==> config.mk <==
export PLATFORM = sky130hd
export DESIGN_NAME = least_loaded_server_tracker_unit
export DESIGN_NICKNAME = d
export VERILOG_FILES = /design/src/design/llst_pkg.sv /design/src/design/llst_ram.sv /design/src/design/llst_queue.sv /design/src/design/llst_front.sv /design/src/design/llst_back.sv /design/src/design/least_loaded_server_tracker_unit.sv
export VERILOG_INCLUDE_DIRS = /design/src /design/src/design
export SDC_FILE = /design/constraint.sdc
export NUM_CORES = 2
export LEC_CHECK = 0
export BUFFER_PORTS_ARGS = -buffer_cell sky130_fd_sc_hd__buf_4
export CAP_MARGIN = 0
export CORE_ASPECT_RATIO = 1.1
export CORE_MARGIN = 2
export CORE_UTILIZATION = 55
export DETAILED_ROUTE_END_ITERATION = 8
export HOLD_SLACK_MARGIN = 0.06
export PLACE_DENSITY = 0.71
export SLEW_MARGIN = 20
export SYNTH_ARGS = -nofsm -noshare
export SYNTH_HDL_FRONTEND = slang
export SYNTH_SLANG_ARGS = --single-unit
export TNS_END_PERCENT = 20
==> constraint.sdc <==
create_clock -name clk -period 5.4 [get_ports clk]
set_input_delay 0.27 -clock clk [delete_from_list [all_inputs] [get_ports clk]]
set_output_delay 0.27 -clock clk [all_outputs]
set_load 0.05 [all_outputs]
==> src/design/least_loaded_server_tracker_unit_defines.svh <==
// assertion macros for the least-loaded server tracker rtl
// expects clk and arst_n in the scope where a macro is used
`ifndef LEAST_LOADED_SERVER_TRACKER_UNIT_DEFINES_SVH
`define LEAST_LOADED_SERVER_TRACKER_UNIT_DEFINES_SVH

// antecedent holds, consequent in the same cycle
`define LLST_ASSERT_SAME(lbl, ante, cons, msg) \
	lbl: assert property (@(posedge clk) disable iff (!arst_n) (ante) |-> (cons)) \
		else $error(msg);

// antecedent holds, consequent in the next cycle
`define LLST_ASSERT_NEXT(lbl, ante, cons, msg) \
	lbl: assert property (@(posedge clk) disable iff (!arst_n) (ante) |=> (cons)) \
		else $error(msg);

`endif

==> src/design/llst_pkg.sv <==
// shared types and constants of the least-loaded server tracker
// no dependencies
package llst_pkg;

	localparam int IP_W          = 32;
	localparam int COUNT_W       = 32;
	localparam int SERVER_IDX_W  = 6;
	localparam int GROUP_IDX_W   = 4;
	localparam int QUEUE_DEPTH   = 2;

	typedef struct packed {
		logic [SERVER_IDX_W-1:0] server_index;
		logic [GROUP_IDX_W-1:0]  group_index;
		logic [COUNT_W-1:0]      server_count;
		logic [SERVER_IDX_W-1:0] best_server;
		logic [COUNT_W-1:0]      best_count;
		logic                    took_over;
	} result_t;

	typedef struct packed {
		logic full;
		logic empty;
	} q_status_t;

endpackage

==> src/design/llst_ram.sv <==
// generic single-write, single-read ram with registered read data
// no dependencies
module llst_ram #(
	parameter int WIDTH = 32,
	parameter int DEPTH = 64
) (
	input  logic                                 clk,
	input  logic                                 we,
	input  logic [(DEPTH > 1 ? $clog2(DEPTH) : 1)-1:0] waddr,
	input  logic [WIDTH-1:0]                     wdata,
	input  logic                                 re,
	input  logic [(DEPTH > 1 ? $clog2(DEPTH) : 1)-1:0] raddr,
	output logic [WIDTH-1:0]                     rdata
);

	logic [WIDTH-1:0] mem_q [DEPTH];

	always_ff @(posedge clk) begin
		if (we) begin
			mem_q[waddr] <= wdata;
		end
		if (re) begin
			rdata <= mem_q[raddr];
		end
	end

endmodule

==> src/design/llst_queue.sv <==
// short fifo between the index front end and the table back end
// depends on llst_pkg
module llst_queue #(
	parameter int WIDTH = 10
) (
	input  logic                clk,
	input  logic                arst_n,
	input  logic                push,
	input  logic [WIDTH-1:0]    wdata,
	input  logic                pop,
	output logic [WIDTH-1:0]    rdata,
	output llst_pkg::q_status_t status
);

	localparam int DEPTH = llst_pkg::QUEUE_DEPTH;
	localparam int PTR_W = DEPTH > 1 ? $clog2(DEPTH) : 1;
	localparam int CNT_W = $clog2(DEPTH + 1);

	logic [WIDTH-1:0] entry_q [DEPTH];
	logic [PTR_W-1:0] wptr_q;
	logic [PTR_W-1:0] rptr_q;
	logic [CNT_W-1:0] count_q;
	logic             do_push;
	logic             do_pop;

	assign status.full  = (count_q == CNT_W'(DEPTH));
	assign status.empty = (count_q == '0);
	assign do_push      = push && !status.full;
	assign do_pop       = pop && !status.empty;
	assign rdata        = entry_q[rptr_q];

	always_ff @(posedge clk) begin
		if (do_push) begin
			entry_q[wptr_q] <= wdata;
		end
	end

	always_ff @(posedge clk or negedge arst_n) begin
		if (!arst_n) begin
			wptr_q  <= '0;
			rptr_q  <= '0;
			count_q <= '0;
		end else begin
			if (do_push) begin
				wptr_q <= (wptr_q == PTR_W'(DEPTH - 1)) ? '0 : wptr_q + 1'b1;
			end
			if (do_pop) begin
				rptr_q <= (rptr_q == PTR_W'(DEPTH - 1)) ? '0 : rptr_q + 1'b1;
			end
			case ({do_push, do_pop})
				2'b10:   count_q <= count_q + 1'b1;
				2'b01:   count_q <= count_q - 1'b1;
				default: count_q <= count_q;
			endcase
		end
	end

endmodule

==> src/design/llst_front.sv <==
// front end: takes one address beat, reduces it modulo the server and
// group counts by reciprocal multiplication, and queues the two indices; uses llst_pkg
module llst_front #(
	parameter int SERVERS = 64,
	parameter int GROUPS  = 16
) (
	input  logic                              clk,
	input  logic                              arst_n,
	input  logic                              push,
	input  logic [llst_pkg::IP_W-1:0]         dest_ip,
	input  logic                              clearing,
	output logic                              full,
	input  llst_pkg::q_status_t               q_status,
	output logic                              q_push,
	output logic [(SERVERS > 1 ? $clog2(SERVERS) : 1) + (GROUPS > 1 ? $clog2(GROUPS) : 1)-1:0]
	                                          q_data
);

	localparam int SRV_W = SERVERS > 1 ? $clog2(SERVERS) : 1;
	localparam int GRP_W = GROUPS > 1 ? $clog2(GROUPS) : 1;
	localparam int IP_W  = llst_pkg::IP_W;
	localparam int PRD_W = 2 * IP_W + 1;
	localparam int SRV_L = $clog2(SERVERS);
	localparam int GRP_L = $clog2(GROUPS);
	// m = ceil(2^(32+l) / d) with l = clog2(d) gives floor(x / d) for every 32-bit x
	localparam logic [PRD_W-1:0] SRV_NUM =
		(PRD_W'(1) << (IP_W + SRV_L)) + PRD_W'(SERVERS - 1);
	localparam logic [PRD_W-1:0] GRP_NUM =
		(PRD_W'(1) << (IP_W + GRP_L)) + PRD_W'(GROUPS - 1);
	localparam logic [IP_W:0]    SRV_M = (IP_W + 1)'(SRV_NUM / PRD_W'(SERVERS));
	localparam logic [IP_W:0]    GRP_M = (IP_W + 1)'(GRP_NUM / PRD_W'(GROUPS));
	localparam logic [IP_W-1:0]  SRV_D = IP_W'(SERVERS);
	localparam logic [IP_W-1:0]  GRP_D = IP_W'(GROUPS);

	typedef enum logic [1:0] {
		F_IDLE,
		F_MUL,
		F_SUB,
		F_PUSH
	} fstate_t;

	fstate_t          state_q;
	logic [IP_W-1:0]  ip_q;
	logic [IP_W-1:0]  squot_q;
	logic [IP_W-1:0]  gquot_q;
	logic [SRV_W-1:0] srem_q;
	logic [GRP_W-1:0] grem_q;
	logic [PRD_W-1:0] s_prod;
	logic [PRD_W-1:0] g_prod;
	logic [IP_W-1:0]  s_diff;
	logic [IP_W-1:0]  g_diff;
	logic             accept;

	assign full   = (state_q != F_IDLE) || clearing;
	assign accept = push && !full;
	assign q_push = (state_q == F_PUSH);
	assign q_data = {srem_q, grem_q};

	// 32 x 33 bit products, the upper bits of the operands are zero
	assign s_prod = PRD_W'(ip_q) * PRD_W'(SRV_M);
	assign g_prod = PRD_W'(ip_q) * PRD_W'(GRP_M);
	assign s_diff = ip_q - squot_q * SRV_D;
	assign g_diff = ip_q - gquot_q * GRP_D;

	always_ff @(posedge clk or negedge arst_n) begin
		if (!arst_n) begin
			state_q <= F_IDLE;
		end else begin
			case (state_q)
				F_IDLE: begin
					if (accept) begin
						state_q <= F_MUL;
					end
				end
				F_MUL: begin
					state_q <= F_SUB;
				end
				F_SUB: begin
					state_q <= F_PUSH;
				end
				F_PUSH: begin
					if (!q_status.full) begin
						state_q <= F_IDLE;
					end
				end
				default: state_q <= F_IDLE;
			endcase
		end
	end

	always_ff @(posedge clk) begin
		if (accept) begin
			ip_q <= dest_ip;
		end
		if (state_q == F_MUL) begin
			squot_q <= IP_W'(s_prod >> (IP_W + SRV_L));
			gquot_q <= IP_W'(g_prod >> (IP_W + GRP_L));
		end
		if (state_q == F_SUB) begin
			srem_q <= s_diff[SRV_W-1:0];
			grem_q <= g_diff[GRP_W-1:0];
		end
	end

endmodule

==> src/design/llst_back.sv <==
// back end: clears the tables after reset, then does one read-modify-write
// of the server counter and group record per queued beat; uses llst_pkg, llst_ram
`include "least_loaded_server_tracker_unit_defines.svh"

module llst_back #(
	parameter int SERVERS = 64,
	parameter int GROUPS  = 16
) (
	input  logic                clk,
	input  logic                arst_n,
	input  llst_pkg::q_status_t q_status,
	input  logic [(SERVERS > 1 ? $clog2(SERVERS) : 1) + (GROUPS > 1 ? $clog2(GROUPS) : 1)-1:0]
	                            q_data,
	output logic                q_pop,
	output logic                clearing,
	input  logic                pop,
	output logic                empty,
	output llst_pkg::result_t   result
);

	localparam int SRV_W = SERVERS > 1 ? $clog2(SERVERS) : 1;
	localparam int GRP_W = GROUPS > 1 ? $clog2(GROUPS) : 1;
	localparam int CNT_W = llst_pkg::COUNT_W;
	localparam int GE_W  = SRV_W + CNT_W;
	localparam int CLR_N = SERVERS > GROUPS ? SERVERS : GROUPS;
	localparam int CLR_W = $clog2(CLR_N + 1);

	typedef enum logic [1:0] {
		B_CLEAR,
		B_IDLE,
		B_EXEC
	} bstate_t;

	bstate_t           state_q;
	logic [CLR_W-1:0]  clr_q;
	logic [SRV_W-1:0]  srv_q;
	logic [GRP_W-1:0]  grp_q;
	logic              out_valid_q;
	llst_pkg::result_t res_q;

	logic              srv_we;
	logic [SRV_W-1:0]  srv_waddr;
	logic [CNT_W-1:0]  srv_wdata;
	logic [CNT_W-1:0]  srv_rdata;
	logic              grp_we;
	logic [GRP_W-1:0]  grp_waddr;
	logic [GE_W-1:0]   grp_wdata;
	logic [GE_W-1:0]   grp_rdata;

	logic [SRV_W-1:0]  head_srv;
	logic [GRP_W-1:0]  head_grp;
	logic [CNT_W-1:0]  cnt;
	logic [SRV_W-1:0]  g_srv;
	logic [CNT_W-1:0]  g_cnt;
	logic              took;
	logic              same;
	logic [SRV_W-1:0]  new_srv;
	logic [CNT_W-1:0]  new_cnt;
	logic              exec;

	assign {head_srv, head_grp} = q_data;
	assign clearing = (state_q == B_CLEAR);
	assign q_pop    = (state_q == B_IDLE) && !q_status.empty && !out_valid_q;
	assign exec     = (state_q == B_EXEC);
	assign empty    = !out_valid_q;
	assign result   = res_q;

	// counter update and group record decision
	assign cnt   = srv_rdata + 1'b1;
	assign g_srv = grp_rdata[GE_W-1:CNT_W];
	assign g_cnt = grp_rdata[CNT_W-1:0];
	assign took  = (cnt < g_cnt);
	assign same  = (srv_q == g_srv);

	always_comb begin
		new_srv = g_srv;
		new_cnt = g_cnt;
		if (took) begin
			new_srv = srv_q;
			new_cnt = cnt;
		end else if (same) begin
			new_cnt = cnt;
		end
	end

	// the clear sweep shares the write ports with the update
	always_comb begin
		if (clearing) begin
			srv_we    = (clr_q < CLR_W'(SERVERS));
			srv_waddr = clr_q[SRV_W-1:0];
			srv_wdata = '0;
			grp_we    = (clr_q < CLR_W'(GROUPS));
			grp_waddr = clr_q[GRP_W-1:0];
			grp_wdata = '0;
		end else begin
			srv_we    = exec;
			srv_waddr = srv_q;
			srv_wdata = cnt;
			grp_we    = exec;
			grp_waddr = grp_q;
			grp_wdata = {new_srv, new_cnt};
		end
	end

	llst_ram #(
		.WIDTH (CNT_W),
		.DEPTH (SERVERS)
	) u_srv_ram (
		.clk   (clk),
		.we    (srv_we),
		.waddr (srv_waddr),
		.wdata (srv_wdata),
		.re    (q_pop),
		.raddr (head_srv),
		.rdata (srv_rdata)
	);

	llst_ram #(
		.WIDTH (GE_W),
		.DEPTH (GROUPS)
	) u_grp_ram (
		.clk   (clk),
		.we    (grp_we),
		.waddr (grp_waddr),
		.wdata (grp_wdata),
		.re    (q_pop),
		.raddr (head_grp),
		.rdata (grp_rdata)
	);

	always_ff @(posedge clk or negedge arst_n) begin
		if (!arst_n) begin
			state_q     <= B_CLEAR;
			clr_q       <= '0;
			out_valid_q <= 1'b0;
		end else begin
			case (state_q)
				B_CLEAR: begin
					clr_q <= clr_q + 1'b1;
					if (clr_q == CLR_W'(CLR_N - 1)) begin
						state_q <= B_IDLE;
					end
				end
				B_IDLE: begin
					if (q_pop) begin
						state_q <= B_EXEC;
					end
				end
				B_EXEC: begin
					state_q <= B_IDLE;
				end
				default: state_q <= B_IDLE;
			endcase
			if (exec) begin
				out_valid_q <= 1'b1;
			end else if (pop) begin
				out_valid_q <= 1'b0;
			end
		end
	end

	always_ff @(posedge clk) begin
		if (q_pop) begin
			srv_q <= head_srv;
			grp_q <= head_grp;
		end
		if (exec) begin
			res_q.server_index <= llst_pkg::SERVER_IDX_W'(srv_q);
			res_q.group_index  <= llst_pkg::GROUP_IDX_W'(grp_q);
			res_q.server_count <= cnt;
			res_q.best_server  <= llst_pkg::SERVER_IDX_W'(new_srv);
			res_q.best_count   <= new_cnt;
			res_q.took_over    <= took;
		end
	end

	`LLST_ASSERT_SAME(a_no_start_in_clear, clearing, !q_pop, "beat started during table clear")
	`LLST_ASSERT_SAME(a_start_slot_free, q_pop, !out_valid_q, "beat started with result pending")
	`LLST_ASSERT_NEXT(a_exec_one_cycle, exec, (state_q == B_IDLE) && out_valid_q, "update not done")
	`LLST_ASSERT_SAME(a_took_matches, out_valid_q && res_q.took_over, (res_q.best_server == res_q.server_index) && (res_q.best_count == res_q.server_count), "take-over record mismatch")

endmodule

==> src/design/least_loaded_server_tracker_unit.sv <==
// the front takes a new address only once it is back in idle after multiply,
// back-multiply and subtract, queue write; a result left unpopped stalls the back end, then the front
// the table read-modify-write, a read state then a write state, overlaps the next reduction
// reset: after arst_n a clearing pass zeroes the tables, one entry a cycle,
// with full held high until it is done
module least_loaded_server_tracker_unit #(
	parameter int SERVERS = 64,
	parameter int GROUPS  = 16
) (
	input  logic        clk,
	input  logic        arst_n,
	input  logic        push,
	output logic        full,
	input  logic [31:0] dest_ip,
	input  logic        pop,
	output logic        empty,
	output logic [5:0]  server_index,
	output logic [3:0]  group_index,
	output logic [31:0] server_count,
	output logic [5:0]  best_server,
	output logic [31:0] best_count,
	output logic        took_over
);

	localparam int SRV_W = SERVERS > 1 ? $clog2(SERVERS) : 1;
	localparam int GRP_W = GROUPS > 1 ? $clog2(GROUPS) : 1;
	localparam int Q_W   = SRV_W + GRP_W;

	llst_pkg::q_status_t q_status;
	llst_pkg::result_t   result;
	logic                q_push;
	logic                q_pop;
	logic [Q_W-1:0]      q_wdata;
	logic [Q_W-1:0]      q_rdata;
	logic                clearing;

	llst_front #(
		.SERVERS (SERVERS),
		.GROUPS  (GROUPS)
	) u_front (
		.clk      (clk),
		.arst_n   (arst_n),
		.push     (push),
		.dest_ip  (dest_ip),
		.clearing (clearing),
		.full     (full),
		.q_status (q_status),
		.q_push   (q_push),
		.q_data   (q_wdata)
	);

	llst_queue #(
		.WIDTH (Q_W)
	) u_queue (
		.clk    (clk),
		.arst_n (arst_n),
		.push   (q_push),
		.wdata  (q_wdata),
		.pop    (q_pop),
		.rdata  (q_rdata),
		.status (q_status)
	);

	llst_back #(
		.SERVERS (SERVERS),
		.GROUPS  (GROUPS)
	) u_back (
		.clk      (clk),
		.arst_n   (arst_n),
		.q_status (q_status),
		.q_data   (q_rdata),
		.q_pop    (q_pop),
		.clearing (clearing),
		.pop      (pop),
		.empty    (empty),
		.result   (result)
	);

	assign server_index = result.server_index;
	assign group_index  = result.group_index;
	assign server_count = result.server_count;
	assign best_server  = result.best_server;
	assign best_count   = result.best_count;
	assign took_over    = result.took_over;

endmodule
==> impl_metrics.env <==
export IMPL_clock_path_buffers=4
export IMPL_max_slew_worst_pin_slew_ps=1310
export IMPL_reg2regPathDepth=9
export IMPL_cts_buffers=295
export IMPL_critPathMaxFanout=44
export IMPL_worst_path_dominant_cell_family="compound AO/OA/AOI/OAI gates"
export IMPL_synth_area_leader_cell="edfxtp_1"
export IMPL_async_flop_share_pct=0.562
export IMPL_timing_rr_start="u_queue.rptr_q"
export IMPL_placer_congestion=0.964
export IMPL_final_setup_tns_ps=0
export IMPL_globalRoute_totalOverflow=0
export IMPL_synth_ff_latch_count=2849
export IMPL_min_period_ps=5390
export IMPL_achievable_frequency_mhz=185
export IMPL_setup_worst_path_end="u_back.u_srv_ram.rdata[12]"
export IMPL_initial_core_util_pct=55.4
export IMPL_setup_worst_path_end_class="flop"
export IMPL_grt_total_usage_pct=36.3
export IMPL_cts_setup_buffers=0
export IMPL_average_routed_wire_per_standard_cell_um=33.5
export IMPL_ant_nets=0
export IMPL_regToRegEndpoint="u_back.u_srv_ram.rdata[12]"
export IMPL_route_final_wire_length_um=403000
export IMPL_synth_warnings=0
export IMPL_timing_reg2reg_setup_slack_ps=9
export IMPL_synth_area_um2=117000
export IMPL_final_nets=9125
export IMPL_slowest_delay_ps=1070
export IMPL_worst_setup_path_type="reg -> reg"
export IMPL_cts_htree_levels=5
export IMPL_die_area_um2=217000
export IMPL_post_synth_num_cell_types=84
export IMPL_setup_viol=0
export IMPL_chip_height_um=488
export IMPL_instances_no_fill=12044
export IMPL_syn_instance_count=8816
export IMPL_clockRootBuffer="clkbuf_16"
export IMPL_register_area_um2=85500
export IMPL_first_pass_grt_wire_length_um=563000
export IMPL_worstSetupStartpointType="flop"
export IMPL_synth_area_top_cells="edfxtp_1 73%, nand2_1 4.1%, nor2_1 2.5%, o21ai_0 2.3%, a21oi_1 2.2%"
export IMPL_postSynth_topFlopCell="edfxtp_1"
export IMPL_flow_area_growth_from_synthesis_pct=13.2
export IMPL_synthesis_area_per_instance_um2=13.3
export IMPL_rows=177
export IMPL_drv_max_cap_violation_count=0
export IMPL_setup_repair_after_global_routing_missed_its_margin="no"
export IMPL_slew_headroom_pct=12.1
export IMPL_peakVddDrop_mv=0.360
export IMPL_timing_hold_worst_class="in -> reg"
export IMPL_min_period_over_period_pct=99.8
export IMPL_synth_top_cell_area_share_pct=72.6
export IMPL_most_common_layout_cells="2,833 x edfxtp_1, 1,289 x nand2_1, 705 x nor2_1"
export IMPL_timing_critical_path_cells="or3b_1, buf_4, nand2_4, buf_4, o21ai_0, a32oi_1, o2111ai_1, a32oi_1, mux2i_1"
export IMPL_worstPathArrival_ps=5890
export IMPL_dpl_cell_count=11512
export IMPL_final_common_cell="edfxtp_1"
export IMPL_multi_input_area_um2=29400
export IMPL_post_route_cells_drive_above_1_share_pct=12.7
export IMPL_clock_skew_final_ps=71.6
export IMPL_hold_slack_ps=394
export IMPL_grt_antenna_before_repair=32
export IMPL_grt_max_degree=163
export IMPL_power_leakage_nw=40.0
export IMPL_boundaryPins=119
export IMPL_drt_first_iter_violations=15505
export IMPL_slowest_stage="a32oi_1"
export IMPL_syn_nets=8889
export IMPL_run_status="finished clean"
export IMPL_firstDrtPassIters=9
export IMPL_hpwl_um=231000
export IMPL_p_total_mw=43.1
export IMPL_final_max_slew_violation_count=0
export IMPL_numPortBuffers=92
export IMPL_detailroute_via_count=84714
export IMPL_setup_slack_ps=8.83
export IMPL_worstSkewPairLatency_ps=990
export IMPL_worst_ep_required_time_ps=5900
export IMPL_path_buf_inv=2
export IMPL_synth_seq_area_share_pct=72.9
export IMPL_core_area_um2=212000
export IMPL_grt_pass1_vias=80104
export IMPL_cts_tree="done"
export IMPL_place_ws_ps=340
export IMPL_path_depth=9
export IMPL_final_fill_count=15203
export IMPL_report_final_hold_viol_count=0
export IMPL_numClockSinks=2849
export IMPL_fp_dieW_um=444
export IMPL_clk_pin_slew_worst_paths_ps=60
export IMPL_worst_setup_path_start="u_queue.rptr_q"
export IMPL_drcViolationCount=0
export IMPL_power_density_nw_per_um2=325
export IMPL_post_synth_edffs=2833
export IMPL_viasPerCell=7.03
==> power by group <==
group                  switching (mW)  internal [mW]
Combinational                 0.00624         0.0121
Clock                            8.28           10.9
Sequential     0.00000000000000000865           23.9
==> Yosys cell counts (29+ instances only) <==
master / number
o2111ai_1: 36
a31oi_1: 148
o32ai_1: 32
a221oi_1: 52
clkbuf_1: 284
o22ai_1: 57
nor3_1: 50
nand4_1: 39
o211ai_1: 163
nand2b_1: 29
and2_1: 29
buf_1: 99
o221ai_1: 103
a311oi_1: 87
inv_1: 91
xnor2_1: 33
nor2_1: 787
ha_1: 37
a22oi_1: 32
nand3_1: 439
o21ai_0: 541
a21oi_1: 506
buf_2: 230
and3_1: 52
edfxtp_1: 2833
mux2i_1: 41
nand2_1: 1293
a2bb2oi_1: 47
a211oi_1: 186
==> cells by family (layout without fill, tap and decap cells) <==
kind of cell             Yosys count  after routing  share of synthesized area, %
AND/OR/NAND/NOR                 2824           2824                          10.2
multiplexers                      87             87                         0.905
other                              0             17                             0
XOR/XNOR                          47             47                         0.351
buffers and inverters            731           1168                          2.70
flip-flops                      2849           2849                          72.9
AO/OA/AOI/OAI                   2241           2241                          12.5
adder cells (fa/ha/maj)           37             37                         0.395
==> registers in the layout (all words and copies together) (netlist names), 6 cells and up <==
signal and flops:
u_back.clr_q 7, u_back.u_srv_ram.rdata 32, u_back.u_grp_ram.mem_q 608, u_back.result 77
u_back.u_grp_ram.rdata 38, u_queue.entry_q 12, u_front.ip_q 6, u_back.u_srv_ram.mem_q 2048
u_back.srv_q 6
==> worst min-delay path: cells and delay by family <==
kind / cells / cell delay, ps
buffers and inverters: 2 / 670
AND/OR/NAND/NOR: 2 / 160
AO/OA/AOI/OAI: 2 / 170
==> worst min-delay path by stage <==
stage,start,endpoint,slack [ps],cells past startpoint
finish,push,u_front.state_q[1],390,6
global route,u_front.ip_q[5],u_front.srem_q[5],430,0
CTS,push,u_front.state_q[1],340,6
detailed placement,arst_n,u_front.state_q[0],170,1
global placement,arst_n,u_front.state_q[1],170,1
floorplan,arst_n,u_back.clr_q[0],-30,0
==> cell type report <==
class | count | area share [%]
antenna | 17 | 0.0320
clock buffer | 362 | 5.86
clock inverter | 136 | 0.762
inverter | 100 | 0.304
multi-input combinational | 5236 | 22.1
sequential | 2849 | 64.4
tap | 2774 | 2.61
timing repair buffer | 570 | 3.88
==> metal layers <==
metal	vias to the layer above	GRT usage (%)	part of all wire (%)
met5	-	0.112	0.046
met4	30	25.0	8.3
met3	1888	12.1	16
met2	7579	53.6	43
met1	41092	45.6	33
li1	34125	-	-
==> per-stage QoR <==
| stage | utilization [%] | area [um^2] |
|---|---|---|
| finish | 62.7 | 133000 |
| global route | 62.7 | 133000 |
| CTS | 62.7 | 133000 |
| detailed placement | 58.4 | 124000 |
| global placement | 58.4 | 124000 |
| floorplan | - | 117000 |
==> repair_timing <==
| action | 4_1_cts | 5_1_grt |
|---|---|---|
| hold buffers | 17 | 0 |
| hold endpoints to repair | 31 | 0 |
| resized for setup | 0 | 0 |
| endpoints found under the setup margin | 0 | 0 |
Power figures use the tool's default switching activity.
